### src/rtl/assert_macros.svh
// Assertion macros shared by the deframer RTL.
`ifndef ASSERT_MACROS_SVH
`define ASSERT_MACROS_SVH

// Clocked assertion, switched off while reset is held.
`define NFD_ASSERT(label, prop, msg) \
    label: assert property (@(posedge i_clk) disable iff (!i_rst_n) prop) else $error(msg);

// Clocked assertion that is also checked during reset.
`define NFD_ASSERT_ALWAYS(label, prop, msg) \
    label: assert property (@(posedge i_clk) prop) else $error(msg);

`endif

### src/rtl/nfd_pkg.sv
// Package: phase and status codes, result record and packing widths of the deframer.
package nfd_pkg;

    // Parse phases
    localparam logic [2:0] PH_HUNT0  = 3'd0;
    localparam logic [2:0] PH_HUNTFF = 3'd1;
    localparam logic [2:0] PH_LEN    = 3'd2;
    localparam logic [2:0] PH_LCS    = 3'd3;
    localparam logic [2:0] PH_BODY   = 3'd4;
    localparam logic [2:0] PH_DCS    = 3'd5;
    localparam logic [2:0] PH_POST   = 3'd6;

    // Frame status codes
    localparam logic [2:0] ST_OK       = 3'd0;
    localparam logic [2:0] ST_ACK      = 3'd1;
    localparam logic [2:0] ST_LCS_ERR  = 3'd2;
    localparam logic [2:0] ST_DCS_ERR  = 3'd3;
    localparam logic [2:0] ST_POST_ERR = 3'd4;

    // Frame marker bytes
    localparam logic [7:0] BYTE_ZERO = 8'h00;
    localparam logic [7:0] BYTE_FF   = 8'hff;

    localparam int IN_TDATA_W  = 8;
    localparam int OUT_TDATA_W = 32;

    // One result beat
    typedef struct packed {
        logic [7:0] payload_byte;
        logic       payload_valid;
        logic [7:0] frame_type;
        logic [7:0] command;
        logic       frame_done;
        logic [2:0] status;
    } t_result;

endpackage

### src/rtl/nfd_in_reg.sv
// Input register stage of the deframer.
module nfd_in_reg (
    input  logic                             i_clk,
    input  logic                             i_rst_n,
    input  logic                             i_valid,
    output logic                             o_ready,
    input  logic [nfd_pkg::IN_TDATA_W-1:0]   i_byte,
    input  logic                             i_adv,     // downstream takes the held beat
    output logic                             o_valid,
    output logic [nfd_pkg::IN_TDATA_W-1:0]   o_byte
);

    logic                           r_valid;
    logic [nfd_pkg::IN_TDATA_W-1:0] r_byte;

    assign o_ready = !r_valid || i_adv;
    assign o_valid = r_valid;
    assign o_byte  = r_byte;

    // Valid flag
    always_ff @(posedge i_clk) begin
        if (!i_rst_n) begin
            r_valid <= 1'b0;
        end else if (o_ready) begin
            r_valid <= i_valid;
        end
    end

    // Held byte
    always_ff @(posedge i_clk) begin
        if (i_valid && o_ready) begin
            r_byte <= i_byte;
        end
    end

endmodule

### src/rtl/nfd_parser.sv
// Frame parser: phase state and the per-byte next-state and result logic.
module nfd_parser (
    input  logic                   i_clk,
    input  logic                   i_rst_n,
    input  logic                   i_step,   // a byte is processed this cycle
    input  logic [7:0]             i_byte,
    output nfd_pkg::t_result       o_res
);

    logic [2:0] r_phase, n_phase;
    logic [7:0] r_len,   n_len;
    logic [7:0] r_left,  n_left;
    logic [7:0] r_sum,   n_sum;
    logic [7:0] r_tfi,   n_tfi;
    logic [7:0] r_cmd,   n_cmd;
    logic [7:0] body_pos;
    logic [7:0] dcs_sum;

    assign body_pos = r_len - r_left;
    assign dcs_sum  = r_sum + i_byte;

    // Next state and result for one byte
    always_comb begin
        n_phase = r_phase;
        n_len   = r_len;
        n_left  = r_left;
        n_sum   = r_sum;
        n_tfi   = r_tfi;
        n_cmd   = r_cmd;
        o_res   = '0;
        unique case (r_phase)
            nfd_pkg::PH_HUNTFF: begin
                if (i_byte == nfd_pkg::BYTE_FF) begin
                    n_phase = nfd_pkg::PH_LEN;
                    n_tfi   = '0;
                    n_cmd   = '0;
                    n_sum   = '0;
                end else if (i_byte == nfd_pkg::BYTE_ZERO) begin
                    n_phase = nfd_pkg::PH_HUNTFF;
                end else begin
                    n_phase = nfd_pkg::PH_HUNT0;
                end
            end
            nfd_pkg::PH_LEN: begin
                n_len   = i_byte;
                n_phase = nfd_pkg::PH_LCS;
            end
            nfd_pkg::PH_LCS: begin
                if (r_len == nfd_pkg::BYTE_ZERO && i_byte == nfd_pkg::BYTE_FF) begin
                    o_res.frame_done = 1'b1;
                    o_res.status     = nfd_pkg::ST_ACK;
                    n_phase          = nfd_pkg::PH_HUNT0;
                end else if (r_len == nfd_pkg::BYTE_ZERO ||
                             (r_len + i_byte) != nfd_pkg::BYTE_ZERO) begin
                    o_res.frame_done = 1'b1;
                    o_res.status     = nfd_pkg::ST_LCS_ERR;
                    n_phase          = nfd_pkg::PH_HUNT0;
                end else begin
                    n_left  = r_len;
                    n_sum   = '0;
                    n_phase = nfd_pkg::PH_BODY;
                end
            end
            nfd_pkg::PH_BODY: begin
                // TFI first, then command code, then payload
                if (body_pos == 8'd0) begin
                    n_tfi = i_byte;
                end else if (body_pos == 8'd1) begin
                    n_cmd = i_byte;
                end else begin
                    o_res.payload_byte  = i_byte;
                    o_res.payload_valid = 1'b1;
                end
                n_sum  = r_sum + i_byte;
                n_left = r_left - 8'd1;
                if (r_left == 8'd1) begin
                    n_phase = nfd_pkg::PH_DCS;
                end
            end
            nfd_pkg::PH_DCS: begin
                n_sum = dcs_sum;
                if (dcs_sum != nfd_pkg::BYTE_ZERO) begin
                    o_res.frame_done = 1'b1;
                    o_res.status     = nfd_pkg::ST_DCS_ERR;
                    n_phase          = nfd_pkg::PH_HUNT0;
                end else begin
                    n_phase = nfd_pkg::PH_POST;
                end
            end
            nfd_pkg::PH_POST: begin
                o_res.frame_done = 1'b1;
                o_res.status     = (i_byte == nfd_pkg::BYTE_ZERO) ? nfd_pkg::ST_OK
                                                                  : nfd_pkg::ST_POST_ERR;
                n_phase          = nfd_pkg::PH_HUNT0;
            end
            default: begin
                // hunt for the first start byte, also for the unused code
                n_phase = (i_byte == nfd_pkg::BYTE_ZERO) ? nfd_pkg::PH_HUNTFF
                                                         : nfd_pkg::PH_HUNT0;
            end
        endcase
        o_res.frame_type = n_tfi;
        o_res.command    = n_cmd;
    end

    // State registers
    always_ff @(posedge i_clk) begin
        if (!i_rst_n) begin
            r_phase <= nfd_pkg::PH_HUNT0;
            r_len   <= '0;
            r_left  <= '0;
            r_sum   <= '0;
            r_tfi   <= '0;
            r_cmd   <= '0;
        end else if (i_step) begin
            r_phase <= n_phase;
            r_len   <= n_len;
            r_left  <= n_left;
            r_sum   <= n_sum;
            r_tfi   <= n_tfi;
            r_cmd   <= n_cmd;
        end
    end

endmodule

### src/rtl/nfd_out_reg.sv
// Result register stage of the deframer.
module nfd_out_reg (
    input  logic               i_clk,
    input  logic               i_rst_n,
    input  logic               i_load,   // a new result is offered
    input  nfd_pkg::t_result   i_res,
    output logic               o_adv,    // stage can take a result this cycle
    output logic               o_valid,
    input  logic               i_ready,
    output nfd_pkg::t_result   o_res
);

    logic             r_valid;
    nfd_pkg::t_result r_res;

    assign o_adv   = !r_valid || i_ready;
    assign o_valid = r_valid;
    assign o_res   = r_res;

    // Valid flag
    always_ff @(posedge i_clk) begin
        if (!i_rst_n) begin
            r_valid <= 1'b0;
        end else if (o_adv) begin
            r_valid <= i_load;
        end
    end

    // Result payload
    always_ff @(posedge i_clk) begin
        if (o_adv && i_load) begin
            r_res <= i_res;
        end
    end

endmodule

### src/rtl/nfc_frame_deframer_checksum.sv
// Top level of the information frame deframer with length and data checksum checks.
//
//  channel | dir | tdata                                   | tlast      | tuser
//  s       | in  | [7:0] rx_byte                           | -          | -
//  m       | out | [7:0] payload_byte, [15:8] frame_type,  | frame_done | payload_valid
//          |     | [23:16] command, [26:24] status         |            |
//
// Every byte gives one result beat; it passes the input register, then the parse logic, then the result register.
// One byte per cycle is sustained while m does not stall; the parse state updates in one pass per byte.
// Reset (i_rst_n low, synchronous) empties both stages and returns to the start code hunt.
// A stall on m holds the result; s keeps accepting while the input register can move.
`include "assert_macros.svh"

module nfc_frame_deframer_checksum (
    input  logic                              i_clk,
    input  logic                              i_rst_n,
    input  logic                              i_s_tvalid,
    output logic                              o_s_tready,
    input  logic [nfd_pkg::IN_TDATA_W-1:0]    i_s_tdata,   // [7:0] rx_byte
    output logic                              o_m_tvalid,
    input  logic                              i_m_tready,
    output logic [nfd_pkg::OUT_TDATA_W-1:0]   o_m_tdata,   // [7:0] payload_byte,
                                                           // [15:8] frame_type,
                                                           // [23:16] command,
                                                           // [26:24] status
    output logic                              o_m_tlast,   // frame_done
    output logic                              o_m_tuser    // payload_valid
);

    logic             in_valid;
    logic [7:0]       in_byte;
    logic             adv;
    logic             step;
    nfd_pkg::t_result step_res;
    nfd_pkg::t_result out_res;

    assign step = in_valid && adv;

    // Input register
    nfd_in_reg u_in_reg (
        .i_clk   (i_clk),
        .i_rst_n (i_rst_n),
        .i_valid (i_s_tvalid),
        .o_ready (o_s_tready),
        .i_byte  (i_s_tdata),
        .i_adv   (adv),
        .o_valid (in_valid),
        .o_byte  (in_byte)
    );

    // Parse logic and frame state
    nfd_parser u_parser (
        .i_clk   (i_clk),
        .i_rst_n (i_rst_n),
        .i_step  (step),
        .i_byte  (in_byte),
        .o_res   (step_res)
    );

    // Result register
    nfd_out_reg u_out_reg (
        .i_clk   (i_clk),
        .i_rst_n (i_rst_n),
        .i_load  (in_valid),
        .i_res   (step_res),
        .o_adv   (adv),
        .o_valid (o_m_tvalid),
        .i_ready (i_m_tready),
        .o_res   (out_res)
    );

    // Pack result beat
    assign o_m_tdata = {5'd0, out_res.status, out_res.command,
                        out_res.frame_type, out_res.payload_byte};
    assign o_m_tlast = out_res.frame_done;
    assign o_m_tuser = out_res.payload_valid;

    // Checks
    `NFD_ASSERT(a_status_only_on_done, o_m_tvalid && !o_m_tlast |-> o_m_tdata[26:24] == nfd_pkg::ST_OK, "status set without frame end")
    `NFD_ASSERT(a_no_payload_on_done, o_m_tvalid |-> !(o_m_tuser && o_m_tlast), "payload beat also ends frame")
    `NFD_ASSERT(a_status_legal, o_m_tvalid |-> (o_m_tdata[26:24] == nfd_pkg::ST_OK || o_m_tdata[26:24] == nfd_pkg::ST_ACK || o_m_tdata[26:24] == nfd_pkg::ST_LCS_ERR || o_m_tdata[26:24] == nfd_pkg::ST_DCS_ERR || o_m_tdata[26:24] == nfd_pkg::ST_POST_ERR), "status code out of range")
    `NFD_ASSERT_ALWAYS(a_reset_empties, !i_rst_n |=> !o_m_tvalid, "result valid after reset")

endmodule

### config.mk
export PLATFORM = sky130hd
export DESIGN_NAME = nfc_frame_deframer_checksum
export DESIGN_NICKNAME = d
export VERILOG_FILES = /design/src/rtl/nfd_pkg.sv /design/src/rtl/nfd_in_reg.sv /design/src/rtl/nfd_parser.sv /design/src/rtl/nfd_out_reg.sv /design/src/rtl/nfc_frame_deframer_checksum.sv
export VERILOG_INCLUDE_DIRS = /design/src /design/src/rtl
export SDC_FILE = /design/constraint.sdc
export NUM_CORES = 1
export LEC_CHECK = 0
export BUFFER_PORTS_ARGS = -buffer_cell sky130_fd_sc_hd__buf_4
export CAP_MARGIN = 15
export CORE_MARGIN = 4
export CORE_UTILIZATION = 40
export DETAILED_ROUTE_END_ITERATION = 8
export GPL_ROUTABILITY_DRIVEN = 0
export SLEW_MARGIN = 5
export SYNTH_ARGS = -nofsm -noshare
export SYNTH_HDL_FRONTEND = slang
export SYNTH_SLANG_ARGS = --single-unit
export TNS_END_PERCENT = 30
### constraint.sdc
create_clock -name i_clk -period 3.2 [get_ports i_clk]
set_input_delay 0.32 -clock i_clk [delete_from_list [all_inputs] [get_ports i_clk]]
set_output_delay 0.32 -clock i_clk [all_outputs]
set_load 0.005 [all_outputs]
-- Word level (Yosys, flattened, before mapping)
Cells that the tools add are included.
- reduce and logical (&&, ||, !) cells: 22
- add/sub/neg operators: 4
- bitwise operators: 1
- muxes and demuxes: 27
- equal/unequal tests: 13
- operator list (operator ; count):
    two-way mux 8 bit ; 10
    one-hot mux 8 bit (2 select lines) ; 3
    logical NOT 8 bit ; 3
    one-hot mux 8 bit (3 select lines) ; 1
    two-way mux 3 bit ; 6
    one-hot mux 3 bit (6 select lines) ; 1
    adder 8 bit ; 2
    equality test 8 x 1 -> 1 bit (second input constant) ; 2
    nonzero test 8 bit ; 2
    two-way mux 4 bit ; 3
    one-hot mux 4 bit (3 select lines) ; 1
    equality test 3 bit (second input constant) ; 3
    equality test 8 bit (second input constant) ; 1
    subtractor 8 x 1 -> 8 bit (second input constant) ; 1
    subtractor 8 bit ; 1
    equality test 3 x 2 -> 1 bit (second input constant) ; 2
    AND reduction 5 bit ; 1
    != test 2 x 1 -> 1 bit (second input constant) ; 2
    != test 2 bit (second input constant) ; 2
    AND reduction 2 bit ; 2
    AND reduction 4 bit ; 1
    OR reduction 2 bit ; 2
    equality test 3 x 1 -> 1 bit (second input constant) ; 1
    logical AND 1 bit ; 3
    other kinds (7) ; 11
- output and inout port bits: 36
- input bits: 12
- logic and storage cells: 82
- register bits after elaboration: 82

-- Depth between registers and ports, before layout
Gate-level depths: netlist of the first run.
- depth after elaboration: 6
- depth in mapped cells: 11
- mapped depth without buffers: 10

-- Modules after synthesis
A second synthesis of the first run with hierarchy kept.
- cells, all modules: 466
- area total of the unflattened synthesis: 4604.4 um2
- by module, submodules not included (module ; cells each ; sequential area each (um2) ; times used ; area an instance (um2)):
    nfd_parser ; 412 ; 860.8 ; 1 ; 3330.7
    nfd_out_reg ; 34 ; 890.9 ; 1 ; 928.4
    nfd_in_reg ; 13 ; 260.2 ; 1 ; 297.8
    nfc_frame_deframer_checksum ; 7 ; 0.0 ; 1 ; 47.5

-- Least setup slack after synthesis of the first run
OpenSTA, ideal clock, no wires.
- path type: register to register
- from: reg u_parser.r_len[0]
- to: reg u_out_reg.r_res, in the netlist u_out_reg.o_res[10], data pin
- slack: 0.300 ns
- period minus slack after synthesis: 2.900 ns
- stages on the path, launching flop included: 12
- arrival: 2.644 ns
- cell sequence: dfxtp_1 > inv_1 > ha_1 > fa_1 > nor2b_1 > nand3_1 > o32ai_1 > nand2_1 > a2111oi_4 > clkbuf_1 > a31o_2 > nand2_1
- RTL lines (element ; RTL line ; source):
    start, declared ; nfd_parser.sv:11 ; logic [7:0] r_len, n_len;
    start signal, assigned ; nfd_parser.sv:117 ; r_len <= n_len;
    end signal, assigned ; nfd_out_reg.sv:32 ; r_res <= i_res;
    end, declared ; nfd_out_reg.sv:14 ; nfd_pkg::t_result r_res;

-- Final worst setup path of the first run
- from: reg u_in_reg.r_byte, in the netlist u_in_reg.o_byte[0]
- to: reg u_parser.r_left[7]
- word-level cells in the longest chain between the ends: 5
- RTL lines (element ; RTL line ; source):
    start, declared ; nfd_in_reg.sv:14 ; logic [nfd_pkg::IN_TDATA_W-1:0] r_byte;
    start signal, assigned ; nfd_in_reg.sv:32 ; r_byte <= i_byte;
    adder 8 bit ; nfd_parser.sv:54 ; (r_len + i_byte) != nfd_pkg::BYTE_ZERO) begin
    nonzero test 8 bit ; nfd_parser.sv:54 ;
    logical OR 1 bit ; nfd_parser.sv:53 ; end else if (r_len == nfd_pkg::BYTE_ZERO ||
    != test 2 bit (no line) ; - ;
    AND reduction 4 bit (no line) (*) ; - ;
    end signal, assigned ; nfd_parser.sv:118 ; r_left <= n_left;
    end, declared ; nfd_parser.sv:12 ; logic [7:0] r_left, n_left;
Every way passes the cells marked *; elsewhere a longest branch is shown, timed or not.
A chain may end at the register's enable or synchronous reset.

==> run_results.csv, run 1 <==
group,metric,value,unit
min_path,hp-class,"in -> reg",
pwr,switching_share,23.1,%
global_route,track_usage,18.9,%
routing,wl_per_cell,17.3,um
routing,dr_wl_met3,1.04,mm
placed_design,dp_hpwl,9.22,mm
setup_path,path_delay_family,"compound AO/OA/AOI/OAI gates",
cts,cts_hold_buffers,0,
cts,clk_latency,0.35,ns
final_layout,drive_gt1_share,17.6,%
pwr,seq_power_share,48.9,%
cts,cts_tree,"built",
pwr,ir_drop,242,uV
cts,ctsHtreeMaxLevel,3,
timing,setup_viol,0,
timing,slew_violations,0,
synth,yosys.area.top_type_share,22.3,%
min_path,min_to,"u_in_reg.o_byte[3]",
routing,first_pass_iters,5,
timing,tightest_slew,0.658,ns
pwr,power.internal,0.00178,W
floorplan,die_h,120,um
setup_path,critPathCaptureType,"register",
cts,cts_sinks,82,
setup_path,cpPeakStageDelay,0.48,ns
timing,tns,0,ns
routing,drt-met1-wl,5.76,mm
timing,clock_skew,0.00707,ns
timing,maxClockFrequency,331,MHz
synth,synthesis.area,0.00499,mm^2
setup_path,critPathBufInv,0,
placed_design,port_buffers,42,
routing,top_layer,"met4",
routing,drt_iter0_markers,382,
timing,setup_ws,0.177,ns
routing,postRouteAntennaNets,0,
routing,wl,13.2,mm
pwr,p_clk_share,44.9,%
synth,yosys.area.top_type,"edfxtp_1",
global_route,grt_pass1_vias,4204,
final_layout,antenna_cells,0,
pwr,p_comb_share,6.2,%
setup_path,crit_chain,"ha_1 > fa_1 > a2111oi_2 > o2111ai_1 > nor4bb_1 > a21oi_1 > o311ai_0 > o31ai_1",
setup_path,crit_path_top_delay_cell,"fa_1",
pwr,p_leak,2.38,nW
pwr,power,0.00231,W
final_layout,multi_input_area,0.00278,mm^2
final_layout,area_delta_synth_final,17.2,%
setup_path,start_kind,"register",
setup_path,critical_path_required,3.41,ns
global_route,grt_start_max_net_pins,34,
floorplan,std_cell_rows,40,
cts,cts_setup_buffers,0,
setup_path,critPathMaxFanout,7,
placed_design,pre_cts_slack,0.158,ns
setup_path,r2r_cells,8,
final_layout,fillCellCount,1148,
cts,clockBufferDepth,2,
floorplan,ios,48,
final_layout,regArea,0.00201,mm^2
floorplan,dieArea,0.0143,mm^2
job,maxCapViolations,0,
pwr,power.density,396,mW/mm^2
min_path,worstHoldStart,"i_s_tdata[3]",
placed_design,placedCellCount,747,
setup_path,r2r_slack,0.18,ns
cts,cts-root-buf,"clkbuf_16",
synth,ys_seq_area_share,40.3,%
floorplan,start_util,41.2,%
global_route,grt_overflow_total,0,
routing,via_count,4426,
synth,syn_inst,546,
floorplan,coreArea,0.0121,mm^2
synth,synth_area_leaders,"edfxtp_1 (22%), dfxtp_1 (18%), nand2_1 (6.0%)",
timing,min_period,3.02,ns
cts,cts_made_buffers,9,
routing,post-route-drc-count,0,
synth,synthArstFlopShare,0,%
outcome,outcome,"completed",
synth,synth_warnings,0,
floorplan,die_w,120,um
routing,viasPerCell,5.80,
synth,ys_ff_latch,82,
setup_path,reg2reg_from,"u_in_reg.o_byte[0]",
timing,finalHoldViolCount,0,
min_path,hold_depth,1,
final_layout,final_nets,628,
setup_path,path_class,"reg -> reg",
synth,synth_flop_cell,"dfxtp_1",
routing,met2_length,5.98,mm
timing,slew_headroom,56.1,%
timing,final.period_utilization,94.5,%
synth,avgSynthCellArea,9.14,um^2
global_route,antenna_found_initial,0,
setup_path,cp_data_arrival_time,3.23,ns
global_route,grt_pass1_wl,21.4,mm
synth,ys_types,64,
synth,synth-edff-count,37,
cts,cts.clk_slew.worst_paths,0.06,ns
synth,synth_most_common_cell,"nand2_1",
synth,netlist_top_cells_count,"nand2_1 (80), dfxtp_1 (45), nor2_1 (38), edfxtp_1 (37), a21oi_1 (27)",
pwr,net-switching-power,0.000535,W
timing,rsz0062_at_grt,"no",
setup_path,rr_endpoint,"u_parser.r_left[7]",
final_layout,finalNonFillerCells,763,
cells in the final DEF, fill, tap and decap left out, types with 5 or more instances in the layout:
cell / count
a31o_2: 16
nor4_1: 5
edfxtp_1: 37
a21oi_1: 27
and2_1: 11
xnor2_1: 7
and3_1: 10
inv_1: 17
nor3b_1: 12
nand2b_1: 6
mux2i_1: 24
clkbuf_16: 9
a21o_1: 5
nor2b_1: 5
xor2_1: 5
conb_1: 5
nor3_1: 11
a32o_1: 8
nor2_1: 38
o21ai_0: 23
dfxtp_1: 45
a32oi_1: 16
ha_1: 23
buf_4: 63
nand2_1: 80
nand3_1: 12
registers in the layout, summed over array words and instances (netlist names):
name,cells
u_out_reg.o_res,29
u_out_reg.o_valid,1
u_parser.r_cmd,8
u_in_reg.o_byte,8
u_parser.r_left,8
u_parser.r_phase,3
u_parser.r_len,8
u_parser.r_sum,8
u_in_reg.o_valid,1
u_parser.r_tfi,8
power groups by stage:
| stage | Combinational [W] | Clock, W | Sequential (W) |
|---|---|---|---|
| floorplan | 0.0000777 | 0 | 0.00115 |
| global placement | 0.000142 | 0 | 0.00115 |
| detailed placement | 0.000143 | 0 | 0.00116 |
| CTS | 0.000143 | 0.00106 | 0.00113 |
| global route | 0.000158 | 0.00110 | 0.00113 |
| finish | 0.000143 | 0.00104 | 0.00113 |
final cells by class:
class / count / share of cell area (%)
clock buffer: 10 / 3.92
clock inverter: 6 / 1.16
inverter: 17 / 1.09
multi-input combinational: 416 / 47.6
sequential: 82 / 34.4
tap: 168 / 3.59
timing repair buffer: 64 / 8.28
per-stage QoR:
stage,utilization (%),cell area (um^2),hold WS [ns]
floorplan,-,5010,0.419
global placement,45.8,5540,0.471
detailed placement,45.8,5540,0.475
CTS,48.2,5840,0.134
global route,48.3,5850,0.138
finish,48.3,5850,0.144
layer usage:
| metal | global-route usage, % | vias up |
|---|---|---|
| met1 | 25.0 | 2087 |
| met2 | 29.5 | 189 |
| met3 | 3.63 | 36 |
| met5 | 0 | - |
| met4 | 9.52 | 0 |
| li1 | - | 2114 |
logic make-up (layout without fill, tap and decap cells):
kind of cell | count (synthesis) | in the layout | share of synthesized area [%]
other | 1 | 5 | 0.0751
AO/OA/AOI/OAI | 136 | 136 | 19.9
flip-flops | 82 | 82 | 40.3
multiplexers | 25 | 25 | 5.04
AND/OR/NAND/NOR | 211 | 211 | 20.9
buffers and inverters | 52 | 97 | 4.49
XOR/XNOR | 13 | 13 | 2.28
adder cells (fa/ha/maj) | 26 | 26 | 6.97
worst reg2reg max path: stages (launching register included):
cell and delay (ns):
edfxtp_1 0.45, ha_1 0.27, fa_1 0.48, a2111oi_2 0.25
o2111ai_1 0.20, nor4bb_1 0.43, a21oi_1 0.30, o311ai_0 0.38
o31ai_1 0.12
worst max path at each step:
stage | start | endpoint | slack [ns] | cells past startpoint
6_report | u_in_reg.o_byte[0] | u_parser.r_left[7] | 0.18 | 8
5_1_grt | u_in_reg.o_byte[0] | u_parser.r_left[7] | 0.06 | 8
4_1_cts | u_parser.r_len[0] | u_parser.r_cmd[0] | 0.14 | 10
3_5_place_dp | u_parser.r_len[0] | u_out_reg.o_res[11] | 0.16 | 11
3_3_place_gp | u_parser.r_len[0] | u_out_reg.o_res[12] | 0.27 | 11
2_1_floorplan | u_parser.r_len[0] | u_out_reg.o_res[10] | 0.30 | 11
timing repair:
action / 4_1_cts / 5_1_grt
resized for setup: 0 / 3
endpoints found under the hold margin: 0 / 0
setup endpoints to repair: 0 / 24
Note: power is estimated with default switching activity, not from simulation.
==> run 2: changes to the inputs <==
Settings changed: RECOVER_POWER from default to 50, SETUP_SLACK_MARGIN from default to 0.5, SKIP_CTS_REPAIR_TIMING from default to 1.
==> run 2 against run 1 <==
  * Total power fell by 1.2%
  * Sequential power barely moved
  * Via count fell by 0.59%
  * Count of clock-buffer cells in the layout rose by 1
  * Global-route usage fell by 0.69 points
  * Combinational power barely moved
  * Wire length rose by 1.3%
  * First-iteration DRC count fell by 15%
  * Critical endpoint is now u_out_reg.o_res[1]
  * Highest routed layer unchanged
==> run_results.csv, run 2 (synthesis results as in run 1) <==
group,metric,value,unit
outcome,outcome,"completed",
cts,cts_sinks,82,
global_route,track_usage,18.2,%
global_route,grt_pass1_vias,4006,
global_route,grt_start_max_net_pins,34,
final_layout,area_delta_synth_final,22.5,%
global_route,grt_pass1_wl,20.7,mm
routing,viasPerCell,5.70,
pwr,power.density,374,mW/mm^2
min_path,hp-class,"in -> reg",
timing,rsz0062_at_grt,"yes",
timing,maxClockFrequency,342,MHz
routing,postRouteAntennaNets,0,
final_layout,final_common_cell,"nand2_1",
floorplan,start_util,41.2,%
setup_path,path_class,"reg -> reg",
setup_path,path_delay_family,"compound AO/OA/AOI/OAI gates",
setup_path,crit_chain,"clkbuf_1 > ha_1 > a211oi_1 > o21bai_1 > nor4b_1 > a211oi_1 > and4b_1 > or3_1 > o21ai_0",
setup_path,crit_path_top_delay_cell,"edfxtp_1",
timing,min_period,2.92,ns
timing,setup_viol,0,
global_route,antenna_found_initial,0,
routing,post-route-drc-count,0,
cts,cts_tree,"built",
cts,clk_latency,0.35,ns
cts,cts-root-buf,"clkbuf_16",
global_route,grt_overflow_total,0,
cts,clockBufferDepth,2,
setup_path,cp_data_arrival_time,3.00,ns
placed_design,dp_hpwl,9.29,mm
routing,drt_iter0_markers,324,
setup_path,start_kind,"register",
setup_path,critPathCaptureType,"register",
setup_path,cpPeakStageDelay,0.53,ns
setup_path,critPathMaxFanout,6,
placed_design,port_buffers,42,
cts,cts_made_buffers,9,
timing,slew_violations,0,
timing,finalHoldViolCount,0,
timing,tightest_slew,1.21,ns
final_layout,final_util,50.5,%
routing,wl,13.4,mm
setup_path,crit_path_frequent_cell,"a211oi_1",
final_layout,fillCellCount,1124,
timing,tns,0,ns
routing,via_count,4400,
timing,slew_headroom,19.0,%
routing,wl_per_cell,17.3,um
floorplan,coreArea,0.0121,mm^2
floorplan,ios,48,
cts,ctsHtreeMaxLevel,3,
setup_path,critical_path_required,3.28,ns
floorplan,die_h,120,um
cts,cts.clk_slew.worst_paths,0.06,ns
final_layout,drive_gt1_share,22.4,%
job,maxCapViolations,0,
timing,clock_skew,0.00844,ns
floorplan,die_w,120,um
setup_path,critPathBufInv,1,
final_layout,antenna_cells,0,
final_layout,final_nets,637,
pwr,p_leak,2.46,nW
timing,final.period_utilization,91.4,%
floorplan,dieArea,0.0143,mm^2
final_layout,largest_reg_flops,29,
routing,first_pass_iters,5,
final_layout,layout_common_cells,"nand2_1 (80), dfxtp_1 (41), nor2_1 (38), clkbuf_4 (38), edfxtp_1 (37)",
pwr,ir_drop,326,uV
floorplan,std_cell_rows,40,
[run 2: changes by cell type in the layout (fill, tap and decap cells not counted), sizes merged]
cell	previous run	this run
buf	64	29
bufinv	1	0
clkbuf	10	55
[run 2: worst reg2reg max path, stage by stage, from the launching register on]
cell,delay (ns)
edfxtp_1,0.53
clkbuf_1,0.40
ha_1,0.33
a211oi_1,0.22
o21bai_1,0.13
nor4b_1,0.16
a211oi_1,0.32
and4b_1,0.32
or3_1,0.16
o21ai_0,0.09
[run 2: through the flow]
stage	hold slack, ns	std cells	power [W]	instance area, um^2	setup WS, ns
finish	0.172	772	0.00228	6110	0.275
global route	0.163	772	0.00236	6110	0.180
CTS	0.136	761	0.00231	5860	0.191
detailed placement	0.467	745	0.00130	5560	0.200
global placement	0.465	745	0.00130	5560	0.261
floorplan	0.419	550	0.00123	5050	0.499
[run 2: layout make-up]
class | instances | area, um^2 | share of cell area, %
Inverter | 17 | 66.3 | 1.08
Clock buffer | 11 | 254 | 4.15
Sequential cell | 82 | 2020 | 33.1
Timing Repair Buffer | 73 | 617 | 10.1
Multi-Input combinational cell | 416 | 2910 | 47.5
Clock inverter | 5 | 37.5 | 0.614
Tap cell | 168 | 210 | 3.44
[run 2: path summary, 6_finish.rpt]
check / endpoint / from / slack, ns / cells past startpoint
worst max-delay path: u_out_reg.o_res[1] / u_in_reg.o_byte[1] / 0.28 / 9
worst max register to register: u_out_reg.o_res[1] / u_in_reg.o_byte[1] / 0.28 / 9
worst min register to register: u_parser.r_cmd[4] / u_parser.r_cmd[4] / 0.48 / 2
worst min-delay path: u_in_reg.o_byte[5] / i_s_tdata[5] / 0.17 / 1
[run 2: power by group]
part / total [W] / internal [W] / switching [W] / leakage [nW]
Sequential: 0.00113 / 0.00111 / 0.0000181 / 0.725
Combinational: 0.000146 / 0.0000588 / 0.0000868 / 1.60
Clock: 0.00101 / 0.000574 / 0.000434 / 0.137
Total: 0.00228 / 0.00175 / 0.000539 / 2.46
[run 2: per-layer routing]
layer  routed length (um)  global-route usage, %  part of all wire, %
met1                 5940                   24.3                   44
met3                  940                   4.43                  7.0
met4                  221                   5.94                  1.7
met2                 6280                   29.1                   47
met5                    0                      0                    0
